<file path="src/rtl/core/olad_pkg.sv">
// Shared types and constants for the ordered list block.
// Action and status codes, payload structs. No dependencies.
`timescale 1ns / 1ps

package olad_pkg;

	localparam int VALUE_W  = 32;
	localparam int POS_W    = 16;
	localparam int STATUS_W = 3;
	localparam int COUNT_W  = 7;

	localparam logic [1:0] ACT_APPEND  = 2'd0;
	localparam logic [1:0] ACT_DEL_VAL = 2'd1;
	localparam logic [1:0] ACT_DEL_POS = 2'd2;
	localparam logic [1:0] ACT_DUMP    = 2'd3;

	localparam logic [STATUS_W-1:0] STAT_OK       = 3'd0;
	localparam logic [STATUS_W-1:0] STAT_EMPTY    = 3'd1;
	localparam logic [STATUS_W-1:0] STAT_NOTFOUND = 3'd2;
	localparam logic [STATUS_W-1:0] STAT_BADPOS   = 3'd3;
	localparam logic [STATUS_W-1:0] STAT_FULL     = 3'd4;

	typedef struct packed {
		logic [1:0]                action;
		logic signed [VALUE_W-1:0] value;
		logic [POS_W-1:0]          position;
	} req_t;

	typedef struct packed {
		logic [STATUS_W-1:0]       status;
		logic signed [VALUE_W-1:0] entry_value;
		logic                      last;
		logic [COUNT_W-1:0]        entry_count;
	} rsp_t;

endpackage

</file>
<file path="src/rtl/core/olad_ram.sv">
// Generic simple dual-port RAM: one write port, one registered read port.
// No dependencies.
`timescale 1ns / 1ps

module olad_ram #(
	parameter int WIDTH = 32,
	parameter int DEPTH = 16
) (
	input  logic                     clk,
	input  logic                     we,
	input  logic [$clog2(DEPTH)-1:0] waddr,
	input  logic [WIDTH-1:0]         wdata,
	input  logic [$clog2(DEPTH)-1:0] raddr,
	output logic [WIDTH-1:0]         rdata
);

	logic [WIDTH-1:0] mem [DEPTH];

	always_ff @(posedge clk) begin
		if (we) begin
			mem[waddr] <= wdata;
		end
		rdata <= mem[raddr];
	end

endmodule

</file>
<file path="src/rtl/core/olad_ctrl.sv">
// Sequencer for the ordered list: scan, shift and dump over the entry RAM.
// Depends on olad_pkg for codes and payload types.
`timescale 1ns / 1ps

module olad_ctrl #(
	parameter int CAPACITY = 16
) (
	input  logic                        clk,
	input  logic                        arst_n,
	input  logic                        req_valid,
	output logic                        req_ready,
	input  olad_pkg::req_t              req,
	output logic                        res_valid,
	input  logic                        res_ready,
	output olad_pkg::rsp_t              res,
	output logic                        wr_en,
	output logic [$clog2(CAPACITY)-1:0] wr_addr,
	output logic [olad_pkg::VALUE_W-1:0] wr_data,
	output logic [$clog2(CAPACITY)-1:0] rd_addr,
	input  logic [olad_pkg::VALUE_W-1:0] rd_data
);

	localparam int AW = $clog2(CAPACITY);
	localparam int CW = $clog2(CAPACITY + 1);

	localparam logic [2:0] S_IDLE  = 3'd0;
	localparam logic [2:0] S_SCAN  = 3'd1;
	localparam logic [2:0] S_SHIFT = 3'd2;
	localparam logic [2:0] S_DUMP  = 3'd3;
	localparam logic [2:0] S_RESP  = 3'd4;

	logic [2:0]                          state_q, state_n;
	logic [AW-1:0]                       idx_q, idx_n;
	logic [CW-1:0]                       count_q, count_n;
	logic [olad_pkg::VALUE_W-1:0]        value_q, value_n;
	logic [olad_pkg::STATUS_W-1:0]       status_q, status_n;

	logic [CW-1:0]                       idx_nxt;
	logic                                adv_ok;
	logic [olad_pkg::POS_W-1:0]          pos_m1;
	logic [CW-1:0]                       p_nxt;

	assign idx_nxt = CW'(idx_q) + CW'(1);
	assign adv_ok  = (idx_nxt < count_q);
	assign pos_m1  = req.position - olad_pkg::POS_W'(1);
	assign p_nxt   = CW'(pos_m1[AW-1:0]) + CW'(1);

	always_comb begin
		state_n   = state_q;
		idx_n     = idx_q;
		count_n   = count_q;
		value_n   = value_q;
		status_n  = status_q;
		req_ready = 1'b0;
		res_valid = 1'b0;
		res.status      = status_q;
		res.entry_value = '0;
		res.last        = 1'b1;
		res.entry_count = olad_pkg::COUNT_W'(count_q);
		wr_en   = 1'b0;
		wr_addr = idx_q;
		wr_data = rd_data;
		rd_addr = idx_q;

		case (state_q)
			S_IDLE: begin
				req_ready = 1'b1;
				if (req_valid) begin
					value_n  = req.value;
					status_n = olad_pkg::STAT_OK;
					state_n  = S_RESP;
					case (req.action)
						olad_pkg::ACT_APPEND: begin
							if (count_q == CW'(CAPACITY)) begin
								status_n = olad_pkg::STAT_FULL;
							end else begin
								wr_en   = 1'b1;
								wr_addr = count_q[AW-1:0];
								wr_data = req.value;
								count_n = count_q + CW'(1);
							end
						end
						olad_pkg::ACT_DEL_VAL: begin
							if (count_q == '0) begin
								status_n = olad_pkg::STAT_EMPTY;
							end else begin
								rd_addr = '0;
								idx_n   = '0;
								state_n = S_SCAN;
							end
						end
						olad_pkg::ACT_DEL_POS: begin
							if (count_q == '0) begin
								status_n = olad_pkg::STAT_EMPTY;
							end else if (req.position == '0 ||
								req.position > olad_pkg::POS_W'(count_q)) begin
								status_n = olad_pkg::STAT_BADPOS;
							end else if (p_nxt == count_q) begin
								// tail entry: nothing to move
								count_n = count_q - CW'(1);
							end else begin
								rd_addr = p_nxt[AW-1:0];
								idx_n   = p_nxt[AW-1:0];
								state_n = S_SHIFT;
							end
						end
						default: begin
							if (count_q == '0) begin
								status_n = olad_pkg::STAT_EMPTY;
							end else begin
								rd_addr = '0;
								idx_n   = '0;
								state_n = S_DUMP;
							end
						end
					endcase
				end
			end
			S_SCAN: begin
				// rd_data holds entry idx_q; prefetch the next one
				rd_addr = adv_ok ? idx_nxt[AW-1:0] : idx_q;
				if (rd_data == value_q) begin
					if (adv_ok) begin
						idx_n   = idx_nxt[AW-1:0];
						state_n = S_SHIFT;
					end else begin
						count_n = count_q - CW'(1);
						state_n = S_RESP;
					end
				end else if (adv_ok) begin
					idx_n = idx_nxt[AW-1:0];
				end else begin
					status_n = olad_pkg::STAT_NOTFOUND;
					state_n  = S_RESP;
				end
			end
			S_SHIFT: begin
				// move entry idx_q down one slot; read and write never share an entry
				wr_en   = 1'b1;
				wr_addr = idx_q - AW'(1);
				wr_data = rd_data;
				if (adv_ok) begin
					rd_addr = idx_nxt[AW-1:0];
					idx_n   = idx_nxt[AW-1:0];
				end else begin
					count_n = count_q - CW'(1);
					state_n = S_RESP;
				end
			end
			S_DUMP: begin
				res_valid       = 1'b1;
				res.status      = olad_pkg::STAT_OK;
				res.entry_value = rd_data;
				res.last        = !adv_ok;
				if (res_ready) begin
					if (adv_ok) begin
						rd_addr = idx_nxt[AW-1:0];
						idx_n   = idx_nxt[AW-1:0];
					end else begin
						state_n = S_IDLE;
					end
				end
			end
			S_RESP: begin
				res_valid = 1'b1;
				if (res_ready) begin
					state_n = S_IDLE;
				end
			end
			default: begin
				state_n = S_IDLE;
			end
		endcase
	end

	always_ff @(posedge clk or negedge arst_n) begin
		if (!arst_n) begin
			state_q <= S_IDLE;
			count_q <= '0;
		end else begin
			state_q <= state_n;
			count_q <= count_n;
		end
	end

	always_ff @(posedge clk) begin
		idx_q    <= idx_n;
		value_q  <= value_n;
		status_q <= status_n;
	end

endmodule

</file>
<file path="src/rtl/core/ordered_list_append_delete.sv">
// Ordered list top level: entry RAM, sequencer and result register.
// Depends on olad_pkg, olad_ram and olad_ctrl.
// Append, rejected ops and an empty dump go straight from idle to the result state;
// delete by value scans up to the match, then shifts the rest, one RAM access each
// cycle; delete by position shifts the entries above pos. Dump: one entry per cycle
// while the output is not stalled, read from the RAM read port. The next request is
// taken only after the last result has entered the output register. Reset clears the count
// and sequencer; the RAM is not cleared.
`timescale 1ns / 1ps

module ordered_list_append_delete #(
	parameter int CAPACITY = 16
) (
	input  logic           clk,
	input  logic           arst_n,
	input  logic           req_valid,
	output logic           req_ready,
	input  olad_pkg::req_t req,
	output logic           rsp_valid,
	input  logic           rsp_ready,
	output olad_pkg::rsp_t rsp
);

	localparam int AW = $clog2(CAPACITY);

	logic                         res_valid;
	logic                         res_ready;
	olad_pkg::rsp_t               res;
	logic                         wr_en;
	logic [AW-1:0]                wr_addr;
	logic [olad_pkg::VALUE_W-1:0] wr_data;
	logic [AW-1:0]                rd_addr;
	logic [olad_pkg::VALUE_W-1:0] rd_data;

	logic                         out_valid_q;
	olad_pkg::rsp_t               out_q;

	// Entries live only in the RAM; data read from cells at or above the count is never used.
	olad_ram #(
		.WIDTH(olad_pkg::VALUE_W),
		.DEPTH(CAPACITY)
	) u_ram (
		.clk  (clk),
		.we   (wr_en),
		.waddr(wr_addr),
		.wdata(wr_data),
		.raddr(rd_addr),
		.rdata(rd_data)
	);

	olad_ctrl #(
		.CAPACITY(CAPACITY)
	) u_ctrl (
		.clk      (clk),
		.arst_n   (arst_n),
		.req_valid(req_valid),
		.req_ready(req_ready),
		.req      (req),
		.res_valid(res_valid),
		.res_ready(res_ready),
		.res      (res),
		.wr_en    (wr_en),
		.wr_addr  (wr_addr),
		.wr_data  (wr_data),
		.rd_addr  (rd_addr),
		.rd_data  (rd_data)
	);

	// Output register: the sequencer may hand over a new result while the
	// current one is being taken, so a dump streams one entry per cycle while rsp_ready is high.
	assign res_ready = !out_valid_q || rsp_ready;

	always_ff @(posedge clk or negedge arst_n) begin
		if (!arst_n) begin
			out_valid_q <= 1'b0;
		end else if (res_ready) begin
			out_valid_q <= res_valid;
		end
	end

	always_ff @(posedge clk) begin
		if (res_ready && res_valid) begin
			out_q <= res;
		end
	end

	assign rsp_valid = out_valid_q;
	assign rsp       = out_q;

endmodule
</file>
<file path="config.mk">
export PLATFORM = sky130hd
export DESIGN_NAME = ordered_list_append_delete
export DESIGN_NICKNAME = d
export VERILOG_FILES = /design/src/rtl/core/olad_pkg.sv /design/src/rtl/core/olad_ram.sv /design/src/rtl/core/olad_ctrl.sv /design/src/rtl/core/ordered_list_append_delete.sv
export SDC_FILE = /design/constraint.sdc
export NUM_CORES = 1
export LEC_CHECK = 0
export BUFFER_PORTS_ARGS = -buffer_cell sky130_fd_sc_hd__clkbuf_2
export CAP_MARGIN = 20
export CORE_MARGIN = 2
export CORE_UTILIZATION = 49
export DETAILED_ROUTE_END_ITERATION = 8
export GPL_TIMING_DRIVEN = 0
export PLACE_DENSITY = 0.76
export SLEW_MARGIN = 20
export SYNTH_ARGS = -nofsm -noshare
export SYNTH_HDL_FRONTEND = slang
export SYNTH_HIERARCHICAL = 1
export SYNTH_SLANG_ARGS = --single-unit
</file>
<file path="constraint.sdc">
create_clock -name clk -period 10.1 [get_ports clk]
set_clock_uncertainty 0.2 [all_clocks]
set_input_delay 0.505 -clock clk [delete_from_list [all_inputs] [get_ports clk]]
set_output_delay 0.505 -clock clk [all_outputs]
set_load 0.02 [all_outputs]
</file>
==> summary.txt <==
Synthesis
  • Number of register bits inferred by synthesis: 635
  • Proportion of synthesized chip area in sequential cells: 0.750
  • Fraction of the mapped netlist area in compound gates: 0.0367
  • Leading post-synthesis cells by cell area: sky130_fd_sc_hd__edfxtp_1, sky130_fd_sc_hd__mux4_2, sky130_fd_sc_hd__dfxtp_1
  • Gate Count Post-Synth: 1,261
  • EDFF count, synth: 590
  • Average cell area after synthesis: 19.7 µm²
  • Post-synthesis instance area: 0.0249 mm²
  • Adder-cell share of the synthesized area: 0.00754
  • Share of the synthesized netlist area taken by xor and xnor gates: 0.0174
  • Top_reg_cell synth: sky130_fd_sc_hd__edfxtp_1
  • Combinational family with the most area after synthesis: multiplexers
  • Share of flip-flops with an asynchronous set or reset after synthesis: 0.0142
  • Multiplexer share of the synthesized area: 0.131
  • Area share of the largest cell type after synthesis: 0.712
  • Distinct cell type count of the synthesized netlist: 63
  • Leading area contributor after synthesis: sky130_fd_sc_hd__edfxtp_1
  • Basic-gate share of the synthesized area counting and, or, nand and nor cells: 0.0423
  • Yosys warning count: 6

Drt
  • Count of vias placed by the detailed router: 13,406
  • WL/cell: 26.6 µm
  • Vias per cell: 6.03
  • Wire length after detailed routing: 59,000 µm
  • Number of search-and-repair iterations in the first detailed-routing pass: 6
  • # DRC: 0
  • DR iter-0 viols: 1,928
  • Post-route ant nets: 0

Setup path
  • Endpoint class of the critical path: flip-flop
  • Worst flop-to-flop path startpoint: u_ctrl/count_q[1]$_DFFE_PN0P_
  • Arr. time, crit path: 5220 ps
  • Largest fanout on the critical path: 15
  • Worst Reg2Reg Path Length in Cells: 12
  • Critical path launch point type: flip-flop
  • CP required: 10,230 ps
  • Critical path type: reg2reg
  • Endpoint of the worst register-to-register path: u_ram/mem[3][15]$_DFFE_PP_
  • R2r setup slk: 5020 ps

Clock tree
  • CTS tree: done
  • Clk Tree Root Cell: sky130_fd_sc_hd__clkbuf_16
  • Worst-Skew Late Latency: 630 ps
  • Number of buffers on the longest clock path: 3
  • Cts repair resizes: 0
  • Number of H-tree levels: 2
  • Number of setup buffers added after CTS: 0
  • Hold-fix buffers at CTS: 34
  • Clock Sink Count: 635
  • Number of buffers created by CTS: 61
  • Clock transition time at the flip-flop clock pins of the worst setup and hold paths: 60 ps

Power
  • Peak ir drop on the vdd network: 230 µV
  • Leakage power of the design: 0.00992 µW
  • Power per unit of standard cell area: 325 mW/mm²

Global routing
  • Grt met1 use: 0.312
  • Total global routing track utilization: 0.228
  • Vias in the first global route: 13,500
  • Global-route wire length before repair: 87,700 µm
  • Number of antenna violations at the first check in global routing: 1
  • Total overflow reported by the global router: 0
  • Met2 track demand over resource in global routing: 0.365
  • Maximum number of pins on one net before global-route repair: 44
  • Met3 track utilization from global routing: 0.0441
  • Global routing's busiest layer: met2

Timing
  • Highest attainable clock frequency: 197 MHz
  • Remaining max-slew budget at the tightest pin: 0.299
  • Final hold viol count: 0
  • Final worst hold slack: 49.2 ps
  • Max Slew Vio Count: 0
  • RSZ-0062 raised after global routing: no
  • Worst slew pin tran: 1040 ps
  • Final worst path period share: 0.503
  • Setup_tns: 0 ps
  • Minimum clock period after layout: 5080 ps
  • Number of endpoints failing setup at the final stage: 0

Die
  • X dimension of the die: 229 µm
  • Die area: 0.0526 mm²
  • Starting utilization of the core area: 0.496
  • Standard-cell rows: 82
  • Die Y: 229 µm
  • Core Area: 0.0502 mm²
  • Number of I/O pins: 99

Final layout
  • Diode insertion count for antenna repair: 0
  • Utilization after layout: 0.587
  • Share of final-layout standard cells stronger than drive strength 1: 0.288
  • Number of standard cells in the final layout excluding fillers: 2,223
  • Layout Nets: 1,568
  • Area growth from synthesis to layout: 18.3%

Hold path
  • Class of the tightest hold or removal check: in2reg
  • Worst hold endpoint: u_ctrl/state_q[1]$_DFFE_PN0P_
  • Hold-critical path depth: 2
  • Worst hold path startpoint: req[49]

Placement
  • DPL Wire Length: 39,300 µm
  • Final GP Congestion: 0.886
  • Number of buffer cells added on primary ports: 98
  • Count of placed standard cells including taps: 2,074

Status
  • Run status: finished, final reports clean

Run
  • Max-cap violation count: 0
Yosys cell counts (all sizes together) (2+ instances only):
cell type / number
o21ai: 13
nor2: 27
ha: 15
nor3b: 2
a221o: 2
dfrtp: 9
o211ai: 3
nand4: 5
and2: 4
o21a: 4
or3: 2
dfxtp: 36
buf: 33
o2bb2ai: 2
nand3b: 6
nand3: 8
o2111ai: 2
inv: 16
a21o: 3
or4: 3
o31ai: 3
nor4: 11
xor2: 35
a211oi: 4
nor3: 16
clkbuf: 31
mux4: 128
a31oi: 2
nor2b: 8
nand2: 51
o221ai: 4
mux2: 32
edfxtp: 590
mux2i: 2
xnor2: 12
a22oi: 64
and3: 33
a21oi: 16
nand2b: 9
a22o: 2
critical path, stage by stage (launching register included):
cell	delay (ps)
sky130_fd_sc_hd__dfrtp_1	440
sky130_fd_sc_hd__inv_1	220
sky130_fd_sc_hd__ha_1	210
sky130_fd_sc_hd__nor3b_1	430
sky130_fd_sc_hd__nand2_1	190
sky130_fd_sc_hd__nand3_1	360
sky130_fd_sc_hd__clkbuf_1	400
sky130_fd_sc_hd__nand2_1	220
sky130_fd_sc_hd__o221ai_1	720
sky130_fd_sc_hd__nand2_1	460
sky130_fd_sc_hd__nor2_4	540
sky130_fd_sc_hd__buf_16	210
sky130_fd_sc_hd__buf_16	170
routing by layer:
metal,vias up,part of all wire,routed length (µm)
met4,0,0.036,2130
met3,119,0.10,5980
li1,5644,-,-
met5,-,0,0
met1,6847,0.38,22600
met2,796,0.48,28300
power by group:
part / total (µW) / internal (µW) / switching [µW]
Combinational: 3480 / 1420 / 2060
Clock: 2280 / 1310 / 972
Sequential: 3800 / 3630 / 173
Total: 9560 / 6350 / 3210
logic make-up (layout without fill, tap and decap cells):
group / Yosys count / after routing
flops: 635 / 635
simple gates: 191 / 191
mux: 162 / 162
compound gates: 128 / 128
buf+inv: 81 / 370
xor+xnor: 48 / 48
fa+ha+maj: 15 / 15
other cells: 1 / 2
per-stage QoR:
stage | power (µW) | cell area (µm²) | worst slack (ps)
floorplan | 6140 | 24900 | 3520
global placement | 7100 | 26200 | -2070
detailed placement | 7290 | 27100 | 5010
CTS | 9590 | 29500 | 5080
global route | 9960 | 29500 | 4720
finish | 9560 | 29500 | 5020
worst max path at each step:
stage | from | to | cells after the start
6_report | u_ctrl/count_q[1]$_DFFE_PN0P_ | u_ram/mem[3][15]$_DFFE_PP_ | 12
5_1_grt | u_ctrl/count_q[1]$_DFFE_PN0P_ | u_ram/mem[3][15]$_DFFE_PP_ | 12
4_1_cts | u_ctrl/count_q[1]$_DFFE_PN0P_ | u_ram/mem[3][15]$_DFFE_PP_ | 12
3_5_place_dp | req[0] | u_ram/rdata[13]$_DFF_P_ | 15
3_3_place_gp | u_ctrl/state_q[1]$_DFFE_PN0P_ | u_ram/mem[12][12]$_DFFE_PP_ | 8
2_1_floorplan | u_ctrl/state_q[1]$_DFFE_PN0P_ | u_ram/mem[0][0]$_DFFE_PP_ | 9
flip-flops by register name, indices dropped and copies added, names as in the netlist:
register	cells
rsp	43
u_ctrl/value_q	32
u_ram/mem	512
rsp_valid	1
u_ctrl/state_q	3
u_ctrl/idx_q	4
u_ctrl/status_q	3
u_ctrl/count_q	5
u_ram/rdata	32
layout make-up:
class,count,area (µm²)
Inverter,17,63.8
Timing Repair Buffer,174,1570
Clock inverter,38,384
Sequential cell,635,18700
Fill cell,3509,20700
Tap cell,672,841
Buffer,64,309
Clock buffer,77,1650
Multi-Input combinational cell,546,5980
placed cells by master, fill, tap and decap left out, types with 13 or more instances in the layout:
cell type,instances
sky130_fd_sc_hd__a21oi_1,16
sky130_fd_sc_hd__nor2_4,13
sky130_fd_sc_hd__clkbuf_16,61
sky130_fd_sc_hd__ha_1,15
sky130_fd_sc_hd__edfxtp_1,590
sky130_fd_sc_hd__nor2_1,14
sky130_fd_sc_hd__xor2_1,35
sky130_fd_sc_hd__clkbuf_2,98
sky130_fd_sc_hd__clkinv_2,13
sky130_fd_sc_hd__nand2_1,51
sky130_fd_sc_hd__inv_1,15
sky130_fd_sc_hd__mux4_2,128
sky130_fd_sc_hd__buf_16,17
sky130_fd_sc_hd__mux2_2,32
sky130_fd_sc_hd__buf_4,29
sky130_fd_sc_hd__dfxtp_1,36
sky130_fd_sc_hd__clkbuf_1,40
sky130_fd_sc_hd__dlygate4sd3_1,34
sky130_fd_sc_hd__a22oi_1,64
sky130_fd_sc_hd__o21ai_0,13
sky130_fd_sc_hd__and3_1,33
(Power assumes the default switching activity.)
